[src/sv/cfa_pkg.sv]
// ----------------------------------------------------------------------------
// cfa_pkg: shared definitions for the contiguous fit allocator
// Fit mode codes, item op codes, register indexes and the cell control bundle.
// ----------------------------------------------------------------------------
package cfa_pkg;

  localparam logic [1:0] MODE_FIRST = 2'd0;
  localparam logic [1:0] MODE_BEST  = 2'd1;
  localparam logic [1:0] MODE_WORST = 2'd2;
  localparam logic [1:0] MODE_NEXT  = 2'd3;

  localparam logic OP_LOAD    = 1'b0;
  localparam logic OP_REQUEST = 1'b1;

  localparam logic REG_FIT_MODE      = 1'b0;
  localparam logic REG_BLOCKS_IN_USE = 1'b1;

  localparam int SLOT_W   = 4;
  localparam int AMOUNT_W = 16;
  localparam int OWNER_W  = 5;

  // Broadcast control from the sequencer to every cell.
  typedef struct packed {
    logic [1:0] mode;
    logic       load_we;
    logic       grant_we;
  } cfa_ctl_t;

endpackage

[src/sv/contiguous_fit_allocator.sv]
// ----------------------------------------------------------------------------
// contiguous_fit_allocator: hole table with first, best, worst and next fit
// Keeps NUM_HOLES holes in a chain of cells and grants allocation requests.
// ----------------------------------------------------------------------------
// Usage:
//   Input beats carry op, slot, amount and requester. A load beat (op 0)
//   writes a hole's size and marks it free; its result beat is presented the
//   cycle after acceptance. A request beat (op 1) searches the first
//   blocks_in_use holes for a free hole of at least amount bytes.
//   A request starts, then folds the next fit rover into the searched range
//   (rover mod n by repeated subtraction, one subtract per cycle), lets the
//   candidate ripple down the cell chain (one cell per cycle) and commits.
//   Each item yields one result beat. Only one item is in flight; the next
//   input beat is taken once the result register is free or being drained.
//   When the receiver stalls, the result beat holds and the sequencer waits
//   with the table untouched.
//   Reset clears every hole to size 0, free, owner 0, the rover to 0,
//   fit_mode to first fit and blocks_in_use to 16. Registers are written
//   through the APB port: fit_mode at 0x0, blocks_in_use at 0x4.
// ----------------------------------------------------------------------------
module contiguous_fit_allocator #(
  parameter int NUM_HOLES = 16,
  parameter int SIZE_BITS = 16
) (
  input  logic                           clk,
  input  logic                           rst_n,
  // input channel
  input  logic                           in_valid,
  output logic                           in_ready,
  input  logic                           in_op,
  input  logic [cfa_pkg::SLOT_W-1:0]     in_slot,
  input  logic [cfa_pkg::AMOUNT_W-1:0]   in_amount,
  input  logic [cfa_pkg::OWNER_W-1:0]    in_requester,
  // result channel
  output logic                           out_valid,
  input  logic                           out_ready,
  output logic                           out_granted,
  output logic [cfa_pkg::SLOT_W-1:0]     out_chosen_slot,
  output logic [cfa_pkg::AMOUNT_W-1:0]   out_leftover,
  // configuration port
  input  logic                           cfg_psel,
  input  logic                           cfg_penable,
  input  logic                           cfg_pwrite,
  input  logic [2:0]                     cfg_paddr,
  input  logic [31:0]                    cfg_pwdata,
  output logic [31:0]                    cfg_prdata,
  output logic                           cfg_pready
);
  import cfa_pkg::*;

  localparam int IW = (NUM_HOLES > 1) ? $clog2(NUM_HOLES) : 1;
  localparam int CW = $clog2(NUM_HOLES + 1);

  localparam logic [1:0] ST_IDLE = 2'd0;
  localparam logic [1:0] ST_MOD  = 2'd1;
  localparam logic [1:0] ST_SCAN = 2'd2;
  localparam logic [1:0] ST_DONE = 2'd3;

  logic [1:0]           state_r, state_nxt;
  logic [1:0]           fit_mode_r;
  logic [4:0]           blocks_r;
  logic [IW-1:0]        rover_r;
  logic [IW-1:0]        start_r, start_nxt;
  logic [IW-1:0]        cnt_r, cnt_nxt;
  logic [SIZE_BITS-1:0] amt_r;
  logic [OWNER_W-1:0]   req_r;
  logic                 out_valid_r;
  logic                 out_granted_r;
  logic [SLOT_W-1:0]    out_slot_r;
  logic [AMOUNT_W-1:0]  out_left_r;

  logic                 in_acc;
  logic                 out_free;
  logic                 cfg_we;
  logic [CW-1:0]        n_eff;
  logic [SIZE_BITS-1:0] in_amt;
  logic [SIZE_BITS-1:0] cell_amt;
  logic                 slot_ok;
  logic                 commit;
  cfa_ctl_t             ctl;

  logic                 found_w [NUM_HOLES+1];
  logic [IW-1:0]        pick_w  [NUM_HOLES+1];
  logic [SIZE_BITS-1:0] rem_w   [NUM_HOLES+1];
  logic                 wrap_w  [NUM_HOLES+1];

  // ---- configuration port -------------------------------------------------
  assign cfg_pready = 1'b1;
  assign cfg_we     = cfg_psel && cfg_penable && cfg_pwrite && cfg_pready;

  always_ff @(posedge clk) begin
    if (!rst_n) begin
      fit_mode_r <= MODE_FIRST;
      blocks_r   <= 5'd16;
    end else if (cfg_we) begin
      unique case (cfg_paddr[2])
        REG_FIT_MODE:      fit_mode_r <= cfg_pwdata[1:0];
        REG_BLOCKS_IN_USE: blocks_r   <= cfg_pwdata[4:0];
        default:           ;
      endcase
    end
  end

  always_comb begin
    unique case (cfg_paddr[2])
      REG_FIT_MODE:      cfg_prdata = {30'd0, fit_mode_r};
      REG_BLOCKS_IN_USE: cfg_prdata = {27'd0, blocks_r};
      default:           cfg_prdata = '0;
    endcase
  end

  // Saturate the searched count to the table size.
  always_comb begin
    if ({4'd0, blocks_r} > 9'(NUM_HOLES)) begin
      n_eff = CW'(NUM_HOLES);
    end else begin
      n_eff = CW'(blocks_r);
    end
  end

  // ---- handshake ----------------------------------------------------------
  assign out_free = !out_valid_r || out_ready;
  assign in_ready = (state_r == ST_IDLE) && out_free;
  assign in_acc   = in_valid && in_ready;
  assign in_amt   = SIZE_BITS'(in_amount);
  assign slot_ok  = {5'd0, in_slot} < 9'(NUM_HOLES);
  assign commit   = (state_r == ST_DONE) && out_free;

  // ---- sequencer ----------------------------------------------------------
  always_comb begin
    state_nxt = state_r;
    start_nxt = start_r;
    cnt_nxt   = cnt_r;
    unique case (state_r)
      ST_IDLE: begin
        if (in_acc && in_op == OP_REQUEST) begin
          state_nxt = ST_MOD;
          start_nxt = rover_r;
        end
      end
      ST_MOD: begin
        // Fold the rover into the searched range, one subtract per cycle.
        if (n_eff != '0 && CW'(start_r) >= n_eff) begin
          start_nxt = start_r - IW'(n_eff);
        end else begin
          state_nxt = ST_SCAN;
          cnt_nxt   = '0;
        end
      end
      ST_SCAN: begin
        // The candidate settles at the chain end after one pass per cell.
        if (cnt_r == IW'(NUM_HOLES - 1)) begin
          state_nxt = ST_DONE;
        end else begin
          cnt_nxt = cnt_r + 1'b1;
        end
      end
      ST_DONE: begin
        if (out_free) begin
          state_nxt = ST_IDLE;
        end
      end
      default: state_nxt = ST_IDLE;
    endcase
  end

  always_ff @(posedge clk) begin
    if (!rst_n) begin
      state_r <= ST_IDLE;
      rover_r <= '0;
    end else begin
      state_r <= state_nxt;
      if (commit && found_w[NUM_HOLES] && fit_mode_r == MODE_NEXT) begin
        rover_r <= pick_w[NUM_HOLES];
      end
    end
  end

  always_ff @(posedge clk) begin
    start_r <= start_nxt;
    cnt_r   <= cnt_nxt;
    if (in_acc) begin
      amt_r <= in_amt;
      req_r <= in_requester;
    end
  end

  // ---- result register ----------------------------------------------------
  always_ff @(posedge clk) begin
    if (!rst_n) begin
      out_valid_r <= 1'b0;
    end else if (in_acc && in_op == OP_LOAD) begin
      out_valid_r <= 1'b1;
    end else if (commit) begin
      out_valid_r <= 1'b1;
    end else if (out_ready) begin
      out_valid_r <= 1'b0;
    end
  end

  always_ff @(posedge clk) begin
    if (in_acc && in_op == OP_LOAD) begin
      out_granted_r <= slot_ok;
      out_slot_r    <= in_slot;
      out_left_r    <= slot_ok ? AMOUNT_W'(in_amt) : '0;
    end else if (commit) begin
      out_granted_r <= found_w[NUM_HOLES];
      out_slot_r    <= found_w[NUM_HOLES] ? SLOT_W'(pick_w[NUM_HOLES]) : '0;
      out_left_r    <= found_w[NUM_HOLES] ? AMOUNT_W'(rem_w[NUM_HOLES]) : '0;
    end
  end

  assign out_valid       = out_valid_r;
  assign out_granted     = out_granted_r;
  assign out_chosen_slot = out_slot_r;
  assign out_leftover    = out_left_r;

  // ---- cell chain ---------------------------------------------------------
  assign ctl.mode     = fit_mode_r;
  assign ctl.load_we  = in_acc && in_op == OP_LOAD;
  assign ctl.grant_we = commit && found_w[NUM_HOLES];
  assign cell_amt     = (state_r == ST_IDLE) ? in_amt : amt_r;

  // Seed the chain with an empty candidate.
  assign found_w[0] = 1'b0;
  assign pick_w[0]  = '0;
  assign rem_w[0]   = '0;
  assign wrap_w[0]  = 1'b0;

  for (genvar k = 0; k < NUM_HOLES; k++) begin : g_cell
    logic sel;

    // Load addresses by slot, grant by the winning index.
    assign sel = (state_r == ST_IDLE) ? ({5'd0, in_slot} == 9'(k))
                                      : (pick_w[NUM_HOLES] == IW'(k));

    cfa_cell #(
      .NUM_HOLES (NUM_HOLES),
      .SIZE_BITS (SIZE_BITS),
      .IDX       (k),
      .IW        (IW),
      .CW        (CW)
    ) u_cell (
      .clk          (clk),
      .rst_n        (rst_n),
      .ctl          (ctl),
      .sel          (sel),
      .amt          (cell_amt),
      .owner        (req_r),
      .n_eff        (n_eff),
      .start        (start_r),
      .cand_found_i (found_w[k]),
      .cand_pick_i  (pick_w[k]),
      .cand_rem_i   (rem_w[k]),
      .cand_wrap_i  (wrap_w[k]),
      .cand_found_r (found_w[k+1]),
      .cand_pick_r  (pick_w[k+1]),
      .cand_rem_r   (rem_w[k+1]),
      .cand_wrap_r  (wrap_w[k+1])
    );
  end

endmodule

[src/sv/cfa_cell.sv]
// ----------------------------------------------------------------------------
// cfa_cell: one hole of the allocator chain
// Holds a hole's size, free mark and owner; folds its hole into the search
// candidate that arrives from the left neighbor and registers it onward.
// ----------------------------------------------------------------------------
module cfa_cell #(
  parameter int NUM_HOLES = 16,
  parameter int SIZE_BITS = 16,
  parameter int IDX       = 0,
  parameter int IW        = (NUM_HOLES > 1) ? $clog2(NUM_HOLES) : 1,
  parameter int CW        = $clog2(NUM_HOLES + 1)
) (
  input  logic                     clk,
  input  logic                     rst_n,
  input  cfa_pkg::cfa_ctl_t        ctl,
  input  logic                     sel,
  input  logic [SIZE_BITS-1:0]     amt,
  input  logic [cfa_pkg::OWNER_W-1:0] owner,
  input  logic [CW-1:0]            n_eff,
  input  logic [IW-1:0]            start,
  input  logic                     cand_found_i,
  input  logic [IW-1:0]            cand_pick_i,
  input  logic [SIZE_BITS-1:0]     cand_rem_i,
  input  logic                     cand_wrap_i,
  output logic                     cand_found_r,
  output logic [IW-1:0]            cand_pick_r,
  output logic [SIZE_BITS-1:0]     cand_rem_r,
  output logic                     cand_wrap_r
);
  import cfa_pkg::*;

  localparam logic [CW-1:0] IDX_N = CW'(IDX);
  localparam logic [IW-1:0] IDX_P = IW'(IDX);

  logic [SIZE_BITS-1:0] size_r;
  logic                 free_r;
  logic [OWNER_W-1:0]   owner_r;

  logic [SIZE_BITS-1:0] rem;
  logic                 fits;
  logic                 wrap;
  logic                 wins;

  assign rem  = size_r - amt;
  assign fits = (IDX_N < n_eff) && free_r && (size_r >= amt);
  assign wrap = IDX_P < start;

  always_comb begin
    case (ctl.mode)
      MODE_BEST:  wins = !cand_found_i || (rem < cand_rem_i);
      MODE_WORST: wins = !cand_found_i || (rem > cand_rem_i);
      MODE_NEXT:  wins = !cand_found_i || (cand_wrap_i && !wrap);
      default:    wins = !cand_found_i;
    endcase
  end

  // Hole state: load writes a fresh free hole, grant shrinks and claims it.
  always_ff @(posedge clk) begin
    if (!rst_n) begin
      size_r  <= '0;
      free_r  <= 1'b1;
      owner_r <= '0;
    end else if (sel && ctl.load_we) begin
      size_r  <= amt;
      free_r  <= 1'b1;
      owner_r <= '0;
    end else if (sel && ctl.grant_we) begin
      size_r  <= rem;
      free_r  <= 1'b0;
      owner_r <= owner;
    end
  end

  // Candidate stage: take this hole over the incoming one when it wins.
  always_ff @(posedge clk) begin
    if (!rst_n) begin
      cand_found_r <= 1'b0;
    end else begin
      cand_found_r <= cand_found_i || fits;
    end
  end

  always_ff @(posedge clk) begin
    if (fits && wins) begin
      cand_pick_r <= IDX_P;
      cand_rem_r  <= rem;
      cand_wrap_r <= wrap;
    end else begin
      cand_pick_r <= cand_pick_i;
      cand_rem_r  <= cand_rem_i;
      cand_wrap_r <= cand_wrap_i;
    end
  end

endmodule

[config.mk]
export PLATFORM = sky130hd
export DESIGN_NAME = contiguous_fit_allocator
export DESIGN_NICKNAME = d
export VERILOG_FILES = /design/src/sv/cfa_pkg.sv /design/src/sv/contiguous_fit_allocator.sv /design/src/sv/cfa_cell.sv
export SDC_FILE = /design/constraint.sdc
export NUM_CORES = 2
export LEC_CHECK = 0
export BUFFER_PORTS_ARGS = -buffer_cell sky130_fd_sc_hd__buf_2
export CORE_ASPECT_RATIO = 1.4
export CORE_MARGIN = 10
export CORE_UTILIZATION = 40
export CTS_CLUSTER_SIZE = 28
export DETAILED_ROUTE_END_ITERATION = 12
export HOLD_SLACK_MARGIN = 0.05
export SKIP_LAST_GASP = 1
export SYNTH_ARGS = -nofsm -noshare
export SYNTH_HDL_FRONTEND = slang
export SYNTH_SLANG_ARGS = --single-unit
[constraint.sdc]
create_clock -name clk -period 8.6 [get_ports clk]
set_input_delay 0.86 -clock clk [delete_from_list [all_inputs] [get_ports clk]]
set_output_delay 0.86 -clock clk [all_outputs]
set_load 0.03 [all_outputs]
==> impl_metrics.tcl <==
set metrics [dict create \
    outcome "finished, final reports clean" \
    place_congestion 0.9616 \
    cts-resized-gates 0 \
    clock.fmax_mhz 138.9 \
    detailed_routing_iterations_pass_1 6 \
    chipWidth_um 300.3 \
    cts.path.max_buffers 3 \
    groute.usage.overall_pct 26.54 \
    worst_setup_hold_path_clk_slew_ns 0.07 \
    whs_ns 0.3967 \
    dp.final_hpwl_um 122800 \
    area_growth_pct 10.58 \
    cts_made_buffers 71 \
    async_reset_ff_share_pct 0 \
    rsz0062_at_grt "no" \
    postRouteAntennaNets 0 \
    timing.max_cap.violations 0 \
    totalWireLength_um 170200 \
    floorplan.initialDensity_pct 40.39 \
    syn_area_per_cell_um2 8.573 \
    finalPower_mw 15.45 \
    clkSinkCount 667 \
    vias 40440 \
    h-tree-depth 3 \
    path_max_fanout 24 \
    number_of_i_o_pins 124 \
    core_region_area_mm2 0.1090 \
    vdd_drop_max_v 0.0001489 \
    setup_violations 0 \
    worst_clock_skew_ns 0.03175 \
    clkLatencyLatePin_ns 0.67 \
    wire_length_of_the_first_global_routing_pass_um 247900 \
    maximum_number_of_pins_on_one_net_before_global_route_repair 157 \
    fill_cells 10590 \
    finish.net_count 5692 \
    timing.final.hold_violations 0 \
    die_height_um 412.5 \
    yosys.cell_types.count 80 \
    multiInputGateArea_mm2 0.02804 \
    worst_pin_slew_ns 1.443 \
    p_leak_nw 20.22 \
    post_route_cells_drive_above_1_share_pct 12.56 \
    die-area_mm2 0.1239 \
    critPathKind "reg2reg" \
    yosys_warnings 0 \
    max_slew_headroom_at_the_worst_pin_pct 3.420 \
    rows 143 \
    timing.final.max_slew_violations 0 \
    hold_class "in2reg" \
    initial_antenna_violation_count 12 \
    portBuffers 61 \
    worstReg2RegStart "state_r[0]" \
    final_min_period_over_clock_period_pct 83.70 \
    vias_in_the_first_global_route 38930 \
    worst_ep_arrival_time_ns 7.74 \
    sequential_standard_cell_area_mm2 0.01379 \
    setup.worst_path.start_class "register" \
    final_period_minus_worst_setup_slack_ns 7.198 \
    finalSetupTns_ns 0 \
    ys_seq_elements 667 \
    synth-edff-count 44 \
    critical_path_required_ns 9.14 \
    drtIter0Drc 3211 \
    design_area_mm2 0.04866 \
    wire_per_inst_um 25.54 \
    post_cts_buffers 0 \
    tritoncts "built" \
    netlist_area_mm2 0.04401 \
    final_core_utilization_pct 44.66 \
    timing.critical_path.to_type "register" \
    launch_point_of_the_worst_path "state_r[0]" \
    cts_hold_buf 0 \
    r2r_slack_ns 1.40 \
    area_of_placed_instances_mm2 0.04620 \
    syn_inst 5133 \
    power.density_mw_per_mm2 317.4 \
    detail_route.drc_violations 0 \
    worst_hold_startpoint "in_amount[1]" \
    seq_area_frac_synth_pct 31.34 \
    cts_root_buf "sky130_fd_sc_hd__clkbuf_16" \
    grt-ovfl-total 0 \
    synth_top_flop_cell "sky130_fd_sc_hd__dfxtp_1" \
    drt-vias-per-instance 6.070 \
]
## critical path: stages (launching register included)
cell                       delay [ns]
sky130_fd_sc_hd__dfxtp_1         0.33
sky130_fd_sc_hd__inv_1           0.11
sky130_fd_sc_hd__ha_2            0.26
sky130_fd_sc_hd__buf_4           0.34
sky130_fd_sc_hd__mux2i_4         0.41
sky130_fd_sc_hd__buf_4           0.52
sky130_fd_sc_hd__ha_1            0.37
sky130_fd_sc_hd__a21o_1          0.23
sky130_fd_sc_hd__a21oi_1         0.20
sky130_fd_sc_hd__o311ai_0        0.22
sky130_fd_sc_hd__a221oi_1        0.66
sky130_fd_sc_hd__o21ai_0         0.20
sky130_fd_sc_hd__xor2_1          0.27
sky130_fd_sc_hd__ha_1            0.28
sky130_fd_sc_hd__nand3_1         0.10
sky130_fd_sc_hd__o22ai_1         0.10
sky130_fd_sc_hd__o21ai_0         0.15
sky130_fd_sc_hd__a21oi_1         0.13
sky130_fd_sc_hd__nor4b_1         0.68
sky130_fd_sc_hd__o31ai_1         0.17
sky130_fd_sc_hd__nand2_1         0.10
sky130_fd_sc_hd__a41o_1          0.80
sky130_fd_sc_hd__mux2_2          0.42
## state kept, by name, indices dropped and copies added (netlist names), 5 cells and up
name / count
out_leftover: 16
g_cell.u_cell.size_r: 256
g_cell.u_cell.cand_rem_r: 256
amt_r: 16
g_cell.u_cell.free_r: 16
g_cell.u_cell.cand_wrap_r: 15
blocks_r: 5
g_cell.u_cell.cand_pick_r: 49
g_cell.u_cell.cand_found_r: 16
## report_power, final
| group | internal (mW) | switching, mW | leakage (nW) | total [mW] |
|---|---|---|---|---|
| Combinational | 3.01 | 5.24 | 13.6 | 8.25 |
| Clock | 1.89 | 1.40 | 1.21 | 3.29 |
| Sequential | 3.57 | 0.340 | 5.45 | 3.91 |
## routing by layer
layer  share of wire (%)  up-vias  wire (µm)  global-route usage, %
met5               0.043        -         74                      0
met4                 8.8       12      14960                  20.95
met3                 8.2      576      14020                  5.673
met2                  46     1799      77820                  43.95
met1                  37    19440      63330                  29.33
li1                    -    18610          -                      -
## per-stage QoR
| step | setup slack, ns | cells |
|---|---|---|
| 2_1_floorplan | 1.860 | 5159 |
| 3_3_place_gp | 1.344 | 6529 |
| 3_5_place_dp | 1.360 | 6529 |
| 4_1_cts | 1.344 | 6657 |
| 5_1_grt | 0.8655 | 6658 |
| 6_report | 1.402 | 6663 |
## Yosys cell counts (23+ instances only)
cell type / count / area share (%)
sky130_fd_sc_hd__buf_2: 38 / 0.43
sky130_fd_sc_hd__mux2i_1: 71 / 1.6
sky130_fd_sc_hd__o221ai_1: 30 / 0.60
sky130_fd_sc_hd__dfxtp_1: 623 / 28
sky130_fd_sc_hd__and2_1: 37 / 0.53
sky130_fd_sc_hd__or2_2: 32 / 0.45
sky130_fd_sc_hd__o22ai_1: 28 / 0.40
sky130_fd_sc_hd__o21ai_0: 464 / 5.3
sky130_fd_sc_hd__buf_4: 29 / 0.49
sky130_fd_sc_hd__nor3_1: 70 / 0.80
sky130_fd_sc_hd__a21o_1: 143 / 2.4
sky130_fd_sc_hd__a221oi_1: 46 / 0.92
sky130_fd_sc_hd__nand2_1: 296 / 2.5
sky130_fd_sc_hd__mux2_2: 238 / 6.1
sky130_fd_sc_hd__nand3_1: 126 / 1.4
sky130_fd_sc_hd__o221a_2: 43 / 1.1
sky130_fd_sc_hd__a31oi_1: 90 / 1.3
sky130_fd_sc_hd__xor2_1: 90 / 1.8
sky130_fd_sc_hd__clkbuf_1: 160 / 1.4
sky130_fd_sc_hd__a21oi_1: 401 / 4.6
sky130_fd_sc_hd__o211ai_1: 41 / 0.70
sky130_fd_sc_hd__and3_1: 28 / 0.40
sky130_fd_sc_hd__a211oi_1: 35 / 0.60
sky130_fd_sc_hd__ha_1: 456 / 13
sky130_fd_sc_hd__o21a_1: 57 / 0.97
sky130_fd_sc_hd__nor2b_1: 77 / 1.1
sky130_fd_sc_hd__inv_1: 373 / 3.2
sky130_fd_sc_hd__nand4_1: 77 / 1.1
sky130_fd_sc_hd__xnor2_1: 172 / 3.4
sky130_fd_sc_hd__edfxtp_1: 44 / 3.0
sky130_fd_sc_hd__o31ai_1: 23 / 0.39
sky130_fd_sc_hd__nor2_1: 336 / 2.9
sky130_fd_sc_hd__maj3_1: 28 / 0.64
sky130_fd_sc_hd__nand2b_1: 66 / 0.94
## layout make-up
cell class                      instances  area share (%)
Clock inverter                         38          0.8716
Tap cell                             1450           3.728
Clock buffer                           90           4.155
Sequential cell                       667           28.35
Multi-Input combinational cell       3871           57.62
Timing Repair Buffer                  167           2.353
Antenna cell                            6         0.03085
Inverter                              374           2.890
## final timing paths
| path | end | depth (start not counted) |
|---|---|---|
| worst min-delay path | amt_r[1] | 1 |
| worst max register to register | g_cell[2].u_cell.cand_rem_r[10] | 22 |
| worst max-delay path | g_cell[2].u_cell.cand_rem_r[10] | 22 |
| worst min register to register | g_cell[14].u_cell.cand_pick_r[2] | 1 |
## logic make-up (layout without fill, tap and decap cells)
family	Yosys count	count (layout)	share of synthesized area, %
AO/OA/AOI/OAI	1561	1561	22.43
AND/OR/NAND/NOR	1203	1203	13.06
flip-flops	667	667	31.34
buffers and inverters	621	669	5.695
adder cells (fa/ha/maj)	503	503	14.41
multiplexers	314	314	7.833
XOR/XNOR	262	262	5.215
other	2	34	0.01707
## cells in the final DEF, fill, tap and decap left out, types with 126 or more instances in the layout
cell,synthesis,layout
sky130_fd_sc_hd__dfxtp_1,623,622
sky130_fd_sc_hd__o21ai_0,464,460
sky130_fd_sc_hd__ha_1,456,455
sky130_fd_sc_hd__a21oi_1,401,398
sky130_fd_sc_hd__inv_1,373,371
sky130_fd_sc_hd__nor2_1,336,328
sky130_fd_sc_hd__nand2_1,296,293
sky130_fd_sc_hd__mux2_2,238,238
sky130_fd_sc_hd__xnor2_1,172,172
sky130_fd_sc_hd__a21o_1,143,143
sky130_fd_sc_hd__nand3_1,126,126
Note: power is estimated with default switching activity, not from simulation.
